--- config.mk ---
export PLATFORM = sky130hd
export DESIGN_NAME = lru_cache_miss_counter
export DESIGN_NICKNAME = d
export VERILOG_FILES = /design/src/rtl/core/lrumc_pkg.sv /design/src/rtl/core/lrumc_cell.sv /design/src/rtl/core/lru_cache_miss_counter.sv
export SDC_FILE = /design/constraint.sdc
export NUM_CORES = 1
export LEC_CHECK = 0
export BUFFER_PORTS_ARGS = -buffer_cell sky130_fd_sc_hd__buf_2
export CORE_ASPECT_RATIO = 1.2
export CORE_MARGIN = 2
export CORE_UTILIZATION = 60
export CTS_CLUSTER_DIAMETER = 60
export DETAILED_ROUTE_END_ITERATION = 8
export PLACE_DENSITY_LB_ADDON = 0.3
export RECOVER_POWER = 25
export SYNTH_ARGS = -nofsm -noshare
export SYNTH_HDL_FRONTEND = slang
export SYNTH_SLANG_ARGS = --single-unit
--- constraint.sdc ---
create_clock -name clock -period 5.4 [get_ports clock]
set_input_delay 1.08 -clock clock [delete_from_list [all_inputs] [get_ports clock]]
set_output_delay 1.08 -clock clock [all_outputs]
set_load 0.05 [all_outputs]
--- src/rtl/core/lrumc_pkg.sv ---
// Shared types and constants for the LRU cache miss counter.
// Used by lrumc_cell and lru_cache_miss_counter; depends on nothing.
package lrumc_pkg;

   localparam int CAP_BITS       = 5;
   localparam int COUNT_BITS     = 20;
   localparam int REQ_DATA_BITS  = 16;
   localparam int RSP_DATA_BITS  = 24;
   // rank field of the scan and update buses, wide enough for 64 ways
   localparam int BUS_RANK_BITS  = 6;

   localparam logic [CAP_BITS-1:0]   CAP_RESET = 5'd16;
   localparam logic [COUNT_BITS-1:0] COUNT_MAX = 20'hFFFFF;

   typedef enum logic [1:0] {
      UPD_HIT  = 2'd0,
      UPD_FILL = 2'd1,
      UPD_REPL = 2'd2
   } upd_mode_type;

   typedef enum logic [2:0] {
      ST_IDLE   = 3'b001,
      ST_SCAN   = 3'b010,
      ST_COMMIT = 3'b100
   } state_type;

   // token passed cell to cell, one cell per cycle
   typedef struct packed {
      logic                     tok;
      logic                     hit;
      logic [BUS_RANK_BITS-1:0] hit_rank;
      logic                     free;
      logic [BUS_RANK_BITS-1:0] max_rank;
   } scan_type;

   // update broadcast to every cell
   typedef struct packed {
      logic                     commit;
      logic                     clear;
      upd_mode_type             mode;
      logic [BUS_RANK_BITS-1:0] ref_rank;
   } upd_type;

endpackage

--- src/rtl/core/lrumc_cell.sv ---
// One cache way: key, valid bit and recency rank, plus one stage of the scan token.
// Uses types from lrumc_pkg.
module lrumc_cell #(
   parameter int WAYS     = 16,
   parameter int KEY_BITS = 16
) (
   input  logic                   clock,
   input  logic                   reset,
   input  logic                   active,
   input  logic [KEY_BITS-1:0]    key,
   input  lrumc_pkg::scan_type    scan_i,
   output lrumc_pkg::scan_type    scan_o,
   input  lrumc_pkg::upd_type     upd
);

   localparam int RANK_W = (WAYS > 1) ? $clog2(WAYS) : 1;

   logic [KEY_BITS-1:0]  key_ff, key_in;
   logic                 valid_ff, valid_in;
   logic [RANK_W-1:0]    rank_ff, rank_in;
   logic                 hit_mark_ff, hit_mark_in;
   logic                 free_mark_ff, free_mark_in;
   lrumc_pkg::scan_type  scan_ff, scan_in;

   logic [lrumc_pkg::BUS_RANK_BITS-1:0] rank_ext;
   logic match, empty, sel, younger;

   assign rank_ext = lrumc_pkg::BUS_RANK_BITS'(rank_ff);
   assign match    = active && valid_ff && (key_ff == key);
   assign empty    = active && !valid_ff;

   always_comb begin
      scan_in      = scan_i;
      hit_mark_in  = hit_mark_ff;
      free_mark_in = free_mark_ff;
      if (scan_i.tok) begin
         hit_mark_in  = match && !scan_i.hit;
         free_mark_in = empty && !scan_i.free;
         scan_in.hit  = scan_i.hit || match;
         scan_in.free = scan_i.free || empty;
         if (match && !scan_i.hit) begin
            scan_in.hit_rank = rank_ext;
         end
         if (active && (rank_ext > scan_i.max_rank)) begin
            scan_in.max_rank = rank_ext;
         end
      end
   end

   always_comb begin
      case (upd.mode)
         lrumc_pkg::UPD_HIT:  sel = hit_mark_ff;
         lrumc_pkg::UPD_FILL: sel = free_mark_ff;
         lrumc_pkg::UPD_REPL: sel = active && valid_ff && (rank_ext == upd.ref_rank);
         default:             sel = 1'b0;
      endcase
      younger = valid_ff && !sel &&
                ((upd.mode == lrumc_pkg::UPD_FILL) || (rank_ext < upd.ref_rank));
      key_in   = key_ff;
      valid_in = valid_ff;
      rank_in  = rank_ff;
      if (upd.commit) begin
         if (sel) begin
            key_in   = key;
            valid_in = 1'b1;
            rank_in  = '0;
         end else if (younger) begin
            rank_in = rank_ff + RANK_W'(1);
         end
         if (upd.clear) begin
            valid_in = 1'b0;
            rank_in  = '0;
         end
      end
   end

   always_ff @(posedge clock) begin
      if (reset) begin
         valid_ff <= 1'b0;
         rank_ff  <= '0;
         scan_ff  <= '0;
      end else begin
         valid_ff <= valid_in;
         rank_ff  <= rank_in;
         scan_ff  <= scan_in;
      end
   end

   always_ff @(posedge clock) begin
      key_ff       <= key_in;
      hit_mark_ff  <= hit_mark_in;
      free_mark_ff <= free_mark_in;
   end

   assign scan_o = scan_ff;

endmodule

--- src/rtl/core/lru_cache_miss_counter.sv ---
// Top level of the LRU cache miss counter: control, miss count and the row of way cells.
// Depends on lrumc_pkg and lrumc_cell.
//
// Usage:
//   req_* carries one access per item: tdata holds the key, tlast marks the last
//   access of a run. rsp_* returns one item per access: hit flag, running miss
//   count (saturating) and tlast echoing the run end. csr_we/csr_wdata write the
//   number of active ways; write only while the block is idle.
//   A scan token walks the row of WAYS cells, one cell per cycle, gathering hit,
//   free way and oldest rank; the winning way is then updated in the commit state.
//   An accepted item passes start_ff, the cell row and res_ff before its commit
//   sets rsp_tvalid; a new item is taken only once the block is idle again.
//   A new item is accepted while the previous result still waits on rsp_tready;
//   a stalled result holds its commit until the output register frees up.
//   After a result with tlast the store and the miss count are cleared.
//   Reset empties all ways, clears the count and sets the active ways to 16.
module lru_cache_miss_counter #(
   parameter int WAYS     = 16,
   parameter int KEY_BITS = 16
) (
   input  logic                                    clock,
   input  logic                                    reset,
   input  logic                                    req_tvalid,
   output logic                                    req_tready,
   input  logic [lrumc_pkg::REQ_DATA_BITS-1:0]     req_tdata,  // [15:0] access_key
   input  logic                                    req_tlast,  // last_access
   output logic                                    rsp_tvalid,
   input  logic                                    rsp_tready,
   output logic [lrumc_pkg::RSP_DATA_BITS-1:0]     rsp_tdata,  // [0] was_hit, [20:1] miss_count
   output logic                                    rsp_tlast,  // run_done
   input  logic                                    csr_we,
   input  logic [lrumc_pkg::CAP_BITS-1:0]          csr_wdata   // ways_in_use
);

   lrumc_pkg::state_type state_ff, state_in;
   logic [lrumc_pkg::CAP_BITS-1:0]   cap_ff, cap_in;
   logic                             start_ff, start_in;
   logic [KEY_BITS-1:0]              key_ff, key_in;
   logic                             last_ff, last_in;
   lrumc_pkg::scan_type              res_ff, res_in;
   logic [lrumc_pkg::COUNT_BITS-1:0] miss_ff, miss_in;
   logic                             rsp_valid_ff, rsp_valid_in;
   logic                             rsp_hit_ff, rsp_hit_in;
   logic [lrumc_pkg::COUNT_BITS-1:0] rsp_count_ff, rsp_count_in;
   logic                             rsp_last_ff, rsp_last_in;

   lrumc_pkg::scan_type              head;
   lrumc_pkg::scan_type              chain [WAYS:0];
   lrumc_pkg::upd_type               upd;
   logic [WAYS-1:0]                  active;
   logic                             accept, out_free, commit;
   logic [lrumc_pkg::COUNT_BITS-1:0] miss_next;

   assign req_tready = (state_ff == lrumc_pkg::ST_IDLE);
   assign accept     = req_tvalid && req_tready;
   assign out_free   = !rsp_valid_ff || rsp_tready;
   assign commit     = (state_ff == lrumc_pkg::ST_COMMIT) && out_free;

   always_comb begin
      head     = '0;
      head.tok = start_ff;
   end
   assign chain[0] = head;

   for (genvar g = 0; g < WAYS; g++) begin : g_way
      assign active[g] = (g == 0) || ({27'd0, cap_ff} > 32'(g));
      lrumc_cell #(
         .WAYS     (WAYS),
         .KEY_BITS (KEY_BITS)
      ) u_cell (
         .clock  (clock),
         .reset  (reset),
         .active (active[g]),
         .key    (key_ff),
         .scan_i (chain[g]),
         .scan_o (chain[g+1]),
         .upd    (upd)
      );
   end

   always_comb begin
      upd.commit = commit;
      upd.clear  = last_ff;
      if (res_ff.hit) begin
         upd.mode     = lrumc_pkg::UPD_HIT;
         upd.ref_rank = res_ff.hit_rank;
      end else if (res_ff.free) begin
         upd.mode     = lrumc_pkg::UPD_FILL;
         upd.ref_rank = res_ff.max_rank;
      end else begin
         upd.mode     = lrumc_pkg::UPD_REPL;
         upd.ref_rank = res_ff.max_rank;
      end
   end

   always_comb begin
      if (res_ff.hit || (miss_ff == lrumc_pkg::COUNT_MAX)) begin
         miss_next = miss_ff;
      end else begin
         miss_next = miss_ff + lrumc_pkg::COUNT_BITS'(1);
      end
   end

   always_comb begin
      state_in     = state_ff;
      cap_in       = csr_we ? csr_wdata : cap_ff;
      start_in     = accept;
      key_in       = accept ? KEY_BITS'(req_tdata) : key_ff;
      last_in      = accept ? req_tlast : last_ff;
      res_in       = res_ff;
      miss_in      = miss_ff;
      rsp_valid_in = rsp_valid_ff && !rsp_tready;
      rsp_hit_in   = rsp_hit_ff;
      rsp_count_in = rsp_count_ff;
      rsp_last_in  = rsp_last_ff;
      unique case (state_ff)
         lrumc_pkg::ST_IDLE: begin
            if (accept) begin
               state_in = lrumc_pkg::ST_SCAN;
            end
         end
         lrumc_pkg::ST_SCAN: begin
            if (chain[WAYS].tok) begin
               res_in   = chain[WAYS];
               state_in = lrumc_pkg::ST_COMMIT;
            end
         end
         lrumc_pkg::ST_COMMIT: begin
            if (commit) begin
               rsp_valid_in = 1'b1;
               rsp_hit_in   = res_ff.hit;
               rsp_count_in = miss_next;
               rsp_last_in  = last_ff;
               miss_in      = last_ff ? '0 : miss_next;
               state_in     = lrumc_pkg::ST_IDLE;
            end
         end
         default: state_in = lrumc_pkg::ST_IDLE;
      endcase
   end

   always_ff @(posedge clock) begin
      if (reset) begin
         state_ff     <= lrumc_pkg::ST_IDLE;
         cap_ff       <= lrumc_pkg::CAP_RESET;
         start_ff     <= 1'b0;
         miss_ff      <= '0;
         rsp_valid_ff <= 1'b0;
      end else begin
         state_ff     <= state_in;
         cap_ff       <= cap_in;
         start_ff     <= start_in;
         miss_ff      <= miss_in;
         rsp_valid_ff <= rsp_valid_in;
      end
   end

   always_ff @(posedge clock) begin
      key_ff       <= key_in;
      last_ff      <= last_in;
      res_ff       <= res_in;
      rsp_hit_ff   <= rsp_hit_in;
      rsp_count_ff <= rsp_count_in;
      rsp_last_ff  <= rsp_last_in;
   end

   assign rsp_tvalid = rsp_valid_ff;
   assign rsp_tdata  = {3'b000, rsp_count_ff, rsp_hit_ff};
   assign rsp_tlast  = rsp_last_ff;

   a_rsp_from_commit: assert property (@(posedge clock) disable iff (reset)
      $rose(rsp_valid_ff) |-> $past(commit))
      else $error("result raised without a commit");

   a_token_in_scan: assert property (@(posedge clock) disable iff (reset)
      chain[WAYS].tok |-> (state_ff == lrumc_pkg::ST_SCAN))
      else $error("scan token left the row outside the scan state");

   a_run_clears_count: assert property (@(posedge clock) disable iff (reset)
      (commit && last_ff) |=> (miss_ff == '0))
      else $error("miss count not cleared after end of run");

endmodule
# After elaboration in Yosys (flattened, before gate mapping)
# Index checks and enable logic that the tools add are counted.
[op_classes]
n_addsub = 17
n_lt_le_gt_ge = 47
n_eq_ne = 41
mux = 151
n_bitwise = 3
reduce_logical = 341
[ops]
columns = ["operator", "n"]
rows = [
  ["16-bit == test", 16],
  ["14-bit 2-to-1 mux", 15],
  ["4-bit 2-to-1 mux", 48],
  ["6-bit 2-to-1 mux", 30],
  ["1-bit logical AND", 142],
  ["2-bit AND reduction", 50],
  ["4-bit by 6-bit == test with 1-bit output", 16],
  ["4-bit by 6-bit < comparator with 1-bit output", 16],
  ["4-bit by 6-bit greater-than comparator with 1-bit output", 15],
  ["4-bit by 1-bit adder with 4-bit output (second input constant)", 16],
  ["1-bit logical NOT", 64],
  ["1-bit logical OR", 48],
  ["1-bit one-hot mux with 3 select lines", 16],
  ["3-bit nonzero test", 16],
  ["5-bit by 4-bit greater-than comparator with 1-bit output (second input constant)", 8],
  ["20-bit 2-to-1 mux", 2],
  ["1-bit 2-to-1 mux", 34],
  ["2-bit nonzero test", 16],
  ["20-bit by 1-bit adder with 20-bit output (second input constant)", 1],
  ["20-bit == test (second input constant)", 1],
  ["5-bit by 3-bit greater-than comparator with 1-bit output (second input constant)", 4],
  ["8-bit 2-to-1 mux", 2],
  ["5-bit by 2-bit greater-than comparator with 1-bit output (second input constant)", 2],
  ["3-bit 2-to-1 mux", 3],
  ["other kinds (15)", 19],
]
[word_totals]
register_bits = 691
input_bits = 27
output_inout_bits = 27
word_cells = 776

# Longest topological paths before layout
[depth]
word_depth = 11
depth_mapped = 10
ltp_nobuf = 7

# Modules after synthesis
# Synthesis repeated with hierarchy kept, for this count alone.
[hier_totals]
hier_cells = 2870
hier_area_um2 = 33452.1
[by_module_without_submodules]
columns = ["mod", "n_inst", "cells_per_inst", "area_each_um2", "seq_area_each_um2"]
rows = [
  ["lrumc_cell", 16, 159, 1860.5, 940.9],
  ["lru_cache_miss_counter", 1, 326, 3683.5, 2192.1],
]

# Worst setup path before layout
# Ideal clock, no wire load.
[synth_path]
kind = "flip-flop to flip-flop"
startpoint = "register res_ff[13] in the netlist's numbering"
endpoint = "register g_way[11].u_cell.key_ff[0] (enable)"
setup_time_ns = 0.390
arrival_ns = 3.620
required_ns = 5.010
path_slack_ns = 1.390
path_stages_with_launch = 10
path_buffers = 3
synth_period_minus_slack_ns = 4.010
path_cell_list = "edfxtp_1 -> clkbuf_1 -> buf_1 -> buf_2 -> mux2i_1 -> ha_1 -> nand4_1 -> nor4b_1 -> a221oi_1 -> nor2_1"
[synth_via]
elab_chain_len = 5
[synth_rtl]
columns = ["element", "line_no", "text"]
rows = [
  ["start: declaration", "lru_cache_miss_counter.sv:40", "lrumc_pkg::scan_type res_ff, res_in;"],
  ["start signal: assignment", "lru_cache_miss_counter.sv:161", "res_ff <= res_in;"],
  ["8-bit 2-to-1 mux (*)", "lru_cache_miss_counter.sv:84", "if (res_ff.hit) begin"],
  ["4-bit by 6-bit == test with 1-bit output", "lrumc_cell.sv:54", "lrumc_pkg::UPD_REPL: sel = active && valid_ff && (rank_ext == upd.ref_rank);"],
  ["1-bit logical AND", "lrumc_cell.sv:54", ""],
  ["1-bit one-hot mux with 3 select lines (*)", "lrumc_cell.sv:51", "case (upd.mode)"],
  ["2-bit AND reduction (no line) (*)", "--", ""],
  ["end signal: assignment", "lrumc_cell.sv:90", "key_ff <= key_in;"],
  ["end: declaration", "lrumc_cell.sv:18", "logic [KEY_BITS-1:0] key_ff, key_in;"],
]
# Mark *: on every way between the ends. The rest lies on a longest branch, timed or not.
# A chain may end at the register's enable or synchronous reset.

# Final worst setup path
[layout_path]
startpoint = "register key_ff[2]"
endpoint = "register g_way[5].u_cell.scan_ff (netlist bit g_way[5].u_cell.scan_o[8])"
[layout_via]
elab_chain_len = 5
[layout_rtl]
columns = ["element", "line_no", "text"]
rows = [
  ["start: declaration", "lru_cache_miss_counter.sv:38", "logic [KEY_BITS-1:0] key_ff, key_in;"],
  ["start signal: assignment", "lru_cache_miss_counter.sv:159", "key_ff <= key_in;"],
  ["16-bit == test", "lrumc_cell.sv:29", "assign match = active && valid_ff && (key_ff == key);"],
  ["1-bit logical AND", "lrumc_cell.sv:29", ""],
  ["1-bit logical AND", "lrumc_cell.sv:41", "if (match && !scan_i.hit) begin"],
  ["6-bit 2-to-1 mux", "lrumc_cell.sv:41", ""],
  ["14-bit 2-to-1 mux", "lrumc_cell.sv:36", "if (scan_i.tok) begin"],
  ["end signal: assignment", "lrumc_cell.sv:85", "scan_ff <= scan_in;"],
  ["end: declaration", "lrumc_cell.sv:23", "lrumc_pkg::scan_type scan_ff, scan_in;"],
]
# No other way between the ends.

==> impl_metrics.env <==
export IMPL_comb_power_share_pct=3.9
export IMPL_timing_max_cap_violations=4
export IMPL_fin_nets=2814
export IMPL_core_area_um2=48000
export IMPL_final_report_hold_violation_count=0
export IMPL_clock_tree_root_cell="clkbuf_16"
export IMPL_cts_tree="yes"
export IMPL_grt_remaining_overflow=0
export IMPL_die_h_um=245
export IMPL_syn_instance_count=2594
export IMPL_total_power_mw=9.99
export IMPL_worst_setup_path_start_kind="register"
export IMPL_cell_count_along_the_critical_path=6
export IMPL_worstPathCellList="clkbuf_1 > xnor2_1 > nand4_1 > nor4_2 > nand4b_1 > mux2i_1"
export IMPL_cp_slowest_stage_delay_ns=1.73
export IMPL_worst_voltage_drop_across_the_vdd_grid_v=0.000340
export IMPL_detail_route_wirelength_met1_um=28700
export IMPL_p_leak_nw=11.7
export IMPL_drive_above_1_share_pct=8.43
export IMPL_p_per_area_nw_per_um2=310
export IMPL_power_switching_share_pct=21.5
export IMPL_layout_filler_cells=3589
export IMPL_min_path_cells=0
export IMPL_boundaryPins=54
export IMPL_cts_reportedPaths_clkPinSlew_ns=0.06
export IMPL_starting_density_of_the_core_pct=60.7
export IMPL_postSynthAreaPerCell_um2=11.2
export IMPL_wire_length_of_the_first_global_routing_pass_um=112000
export IMPL_vias_per_cell=6.25
export IMPL_fin_hold_ws_ns=0.404
export IMPL_synth_seq_cells=623
export IMPL_post_drt_wl_per_cell_um=21.4
export IMPL_netlist_cell_type_count=89
export IMPL_post_cts_setup_buffers=0
export IMPL_clock_sinks=623
export IMPL_globalplace_congestion=0.915
export IMPL_finClkSkew_ns=0.0223
export IMPL_antenna_found_initial=0
export IMPL_synthToLayoutAreaGrowth_pct=10.5
export IMPL_routed_via_count=20800
export IMPL_critPathCaptureType="register"
export IMPL_postCtsHoldBufs=0
export IMPL_core_rowCount=88
export IMPL_ys_warnings_count=0
export IMPL_total_buffers_and_inverters_traversed_by_the_critical_path=1
export IMPL_clock_fmax_mhz=241
export IMPL_ctsHtreeMaxLevel=2
export IMPL_rsz0062_at_grt="false"
export IMPL_synth_async_reset_ratio_pct=0
export IMPL_timing_reg2reg_worst_path_depth=6
export IMPL_failed_checks="max-capacitance violations, max-slew violations"
export IMPL_cts_repair_resized=0
export IMPL_min_path_type="reg2reg"
export IMPL_timing_final_crit_share_pct=76.9
export IMPL_yosysSeqAreaShare_pct=54.4
export IMPL_dr_wl_met2_um=34400
export IMPL_timing_worst_slew_pin_value_ns=2.45
export IMPL_synth_enable_flop_cells=337
export IMPL_clk_latency_ns=0.64
export IMPL_grt_start_max_net_pins=229
export IMPL_p_switching_mw=2.15
export IMPL_timing_final_crit_period_ns=4.15
export IMPL_timing_setup_tns_ns=0
export IMPL_drc=0
export IMPL_via_count_of_the_first_global_routing_pass=20600
export IMPL_route_antenna_remaining_nets=0
export IMPL_wirelength_um=71000
export IMPL_share_clk_of_total_power_pct=45.5
export IMPL_met3WireLength_um=4880
export IMPL_cts_path_max_buffers=3
export IMPL_power_share_sequential_pct=50.6
export IMPL_layout_area_seq_um2=15800
export IMPL_outcome="complete, but fails checks"
export IMPL_family_with_the_most_delay_on_the_worst_path="buffers and inverters"
export IMPL_numPortBuffers=50
export IMPL_final_setup_violation_count=0
export IMPL_syn_cell_area_um2=29200
export IMPL_finish_instance_area_um2=32200
export IMPL_drt_pass1_iter_count=6
export IMPL_power_internal_mw=7.84
export IMPL_synth_top_cell_by_area="edfxtp_1"
export IMPL_synth_top_cells_by_area="edfxtp_1 35%, dfxtp_1 20%, ha_1 6.1%"
export IMPL_drt_iter0_drc=2062
export IMPL_topRoutingLayerUsed="met4"
export IMPL_diodes=0
export IMPL_combined_area_of_the_multi_input_logic_cells_um2=12400
export IMPL_max_slew_margin_pct=-63.3
export IMPL_die_area_um2=50400
export IMPL_global_route_usage_total_pct=28.5
export IMPL_final_max_slew_viol_count=124
export IMPL_synth_top_cell_area_share_pct=34.7
export IMPL_tritoncts_num_buffers=59
export IMPL_path_class="reg2reg"
export IMPL_place_hpwl_um=48300
export IMPL_crit_required_ns=5.95
export IMPL_die_x_um=205
export IMPL_ys_flop_type="edfxtp_1"
export IMPL_critical_path_slowest_cell="clkbuf_1"
export IMPL_critPathMaxFanout=32
export IMPL_post_dp_cell_area_um2=30100
export IMPL_critPathArrivalTime_ns=4.70
[cells in the mapped netlist (all sizes together), types with 75 or more instances]
library cell  instances
a21oi                75
dfxtp               286
edfxtp              337
ha                  142
inv                  97
mux2i               127
nand2               269
nand3                91
nand4                86
nor2                133
xnor2               199
xor2                 75
[cell type report]
| class | instances | share of cell area, % |
|---|---|---|
| Timing Repair Buffer | 109 | 2.01 |
| Multi-Input combinational cell | 1754 | 38.5 |
| Inverter | 98 | 1.16 |
| Tap cell | 630 | 2.45 |
| Clock buffer | 71 | 4.88 |
| Clock inverter | 39 | 1.80 |
| Sequential cell | 623 | 49.2 |
[worst register-to-register path, cell delays in order (launching register included)]
cell and delay, ns:
edfxtp_1 0.32, clkbuf_1 1.73, xnor2_1 0.25, nand4_1 0.17
nor4_2 0.85, nand4b_1 0.47, mux2i_1 0.28
[per-stage QoR]
stage                     setup WS [ns]  cells  util [%]
after global placement             1.80   3214      62.7
after CTS                          1.81   3324      67.2
after global routing               1.05   3324      67.1
after detailed placement           1.75   3214      62.7
after floorplan                    1.39   2596         -
final                              1.25   3324      67.1
[kinds of logic after synthesis]
family | share of synthesized area, %
other | 0.0129
AOI/OAI and AO/OA | 9.00
and+or+nand+nor | 14.6
xor gates and xnor gates | 8.23
adders and majority gates | 6.09
muxes | 4.44
DFF | 54.4
buffers and inverters | 3.27
[path summary, 6_finish.rpt]
kind	startpoint	to	slack, ns
min reg2reg	g_way[15].u_cell.scan_o[10]	res_ff[10]	0.40
max	key_ff[2]	g_way[5].u_cell.scan_o[8]	1.25
max reg2reg	key_ff[2]	g_way[5].u_cell.scan_o[8]	1.25
min	g_way[15].u_cell.scan_o[10]	res_ff[10]	0.40
[state kept, by name, summed over array words and instances, names as in the netlist, 3 cells and up]
name	cells
g_way.u_cell.key_ff	256
g_way.u_cell.free_mark_ff	16
g_way.u_cell.hit_mark_ff	16
g_way.u_cell.valid_ff	16
g_way.u_cell.rank_ff	64
cap_ff	5
key_ff	16
miss_ff	20
g_way.u_cell.scan_o	176
rsp_count_ff	20
res_ff	10
state_ff	3
[cell usage in the layout (no fill, tap or decap), types with 13 or more instances in the layout]
| cell | instances |
|---|---|
| mux2i_1 | 124 |
| inv_1 | 96 |
| a221o_1 | 13 |
| a31oi_1 | 27 |
| clkbuf_1 | 25 |
| o221ai_1 | 21 |
| ha_1 | 142 |
| bufinv_16 | 13 |
| nor4_1 | 32 |
| nor2b_1 | 43 |
| dfxtp_1 | 286 |
| o21ai_0 | 41 |
| nand2_1 | 268 |
| o22ai_1 | 14 |
| buf_2 | 48 |
| nor2_1 | 133 |
| xor2_1 | 75 |
| nand4_1 | 85 |
| clkbuf_16 | 60 |
| nor3b_1 | 15 |
| buf_4 | 43 |
| a21oi_1 | 74 |
| edfxtp_1 | 337 |
| xnor2_1 | 199 |
| nand4b_1 | 14 |
| nor3_1 | 69 |
| o21a_1 | 41 |
| nand3_1 | 90 |
| o32ai_1 | 15 |
[power by group through the flow]
stage / combinational, mW / clock, mW / sequential [mW]
floorplan: 0.276 / 0 / 5.14
global placement: 0.375 / 0 / 5.16
detailed placement: 0.389 / 0 / 5.16
CTS: 0.393 / 4.58 / 5.06
global route: 0.421 / 4.77 / 5.06
finish: 0.391 / 4.54 / 5.06
[metal layers]
metal  up-vias  GRT usage (%)
met3       220           4.03
met2       849           48.4
met1     10100           36.3
met5         -              0
met4         0           12.5
li1       9596              -
No activity file was read; power rests on OpenSTA's default activity.
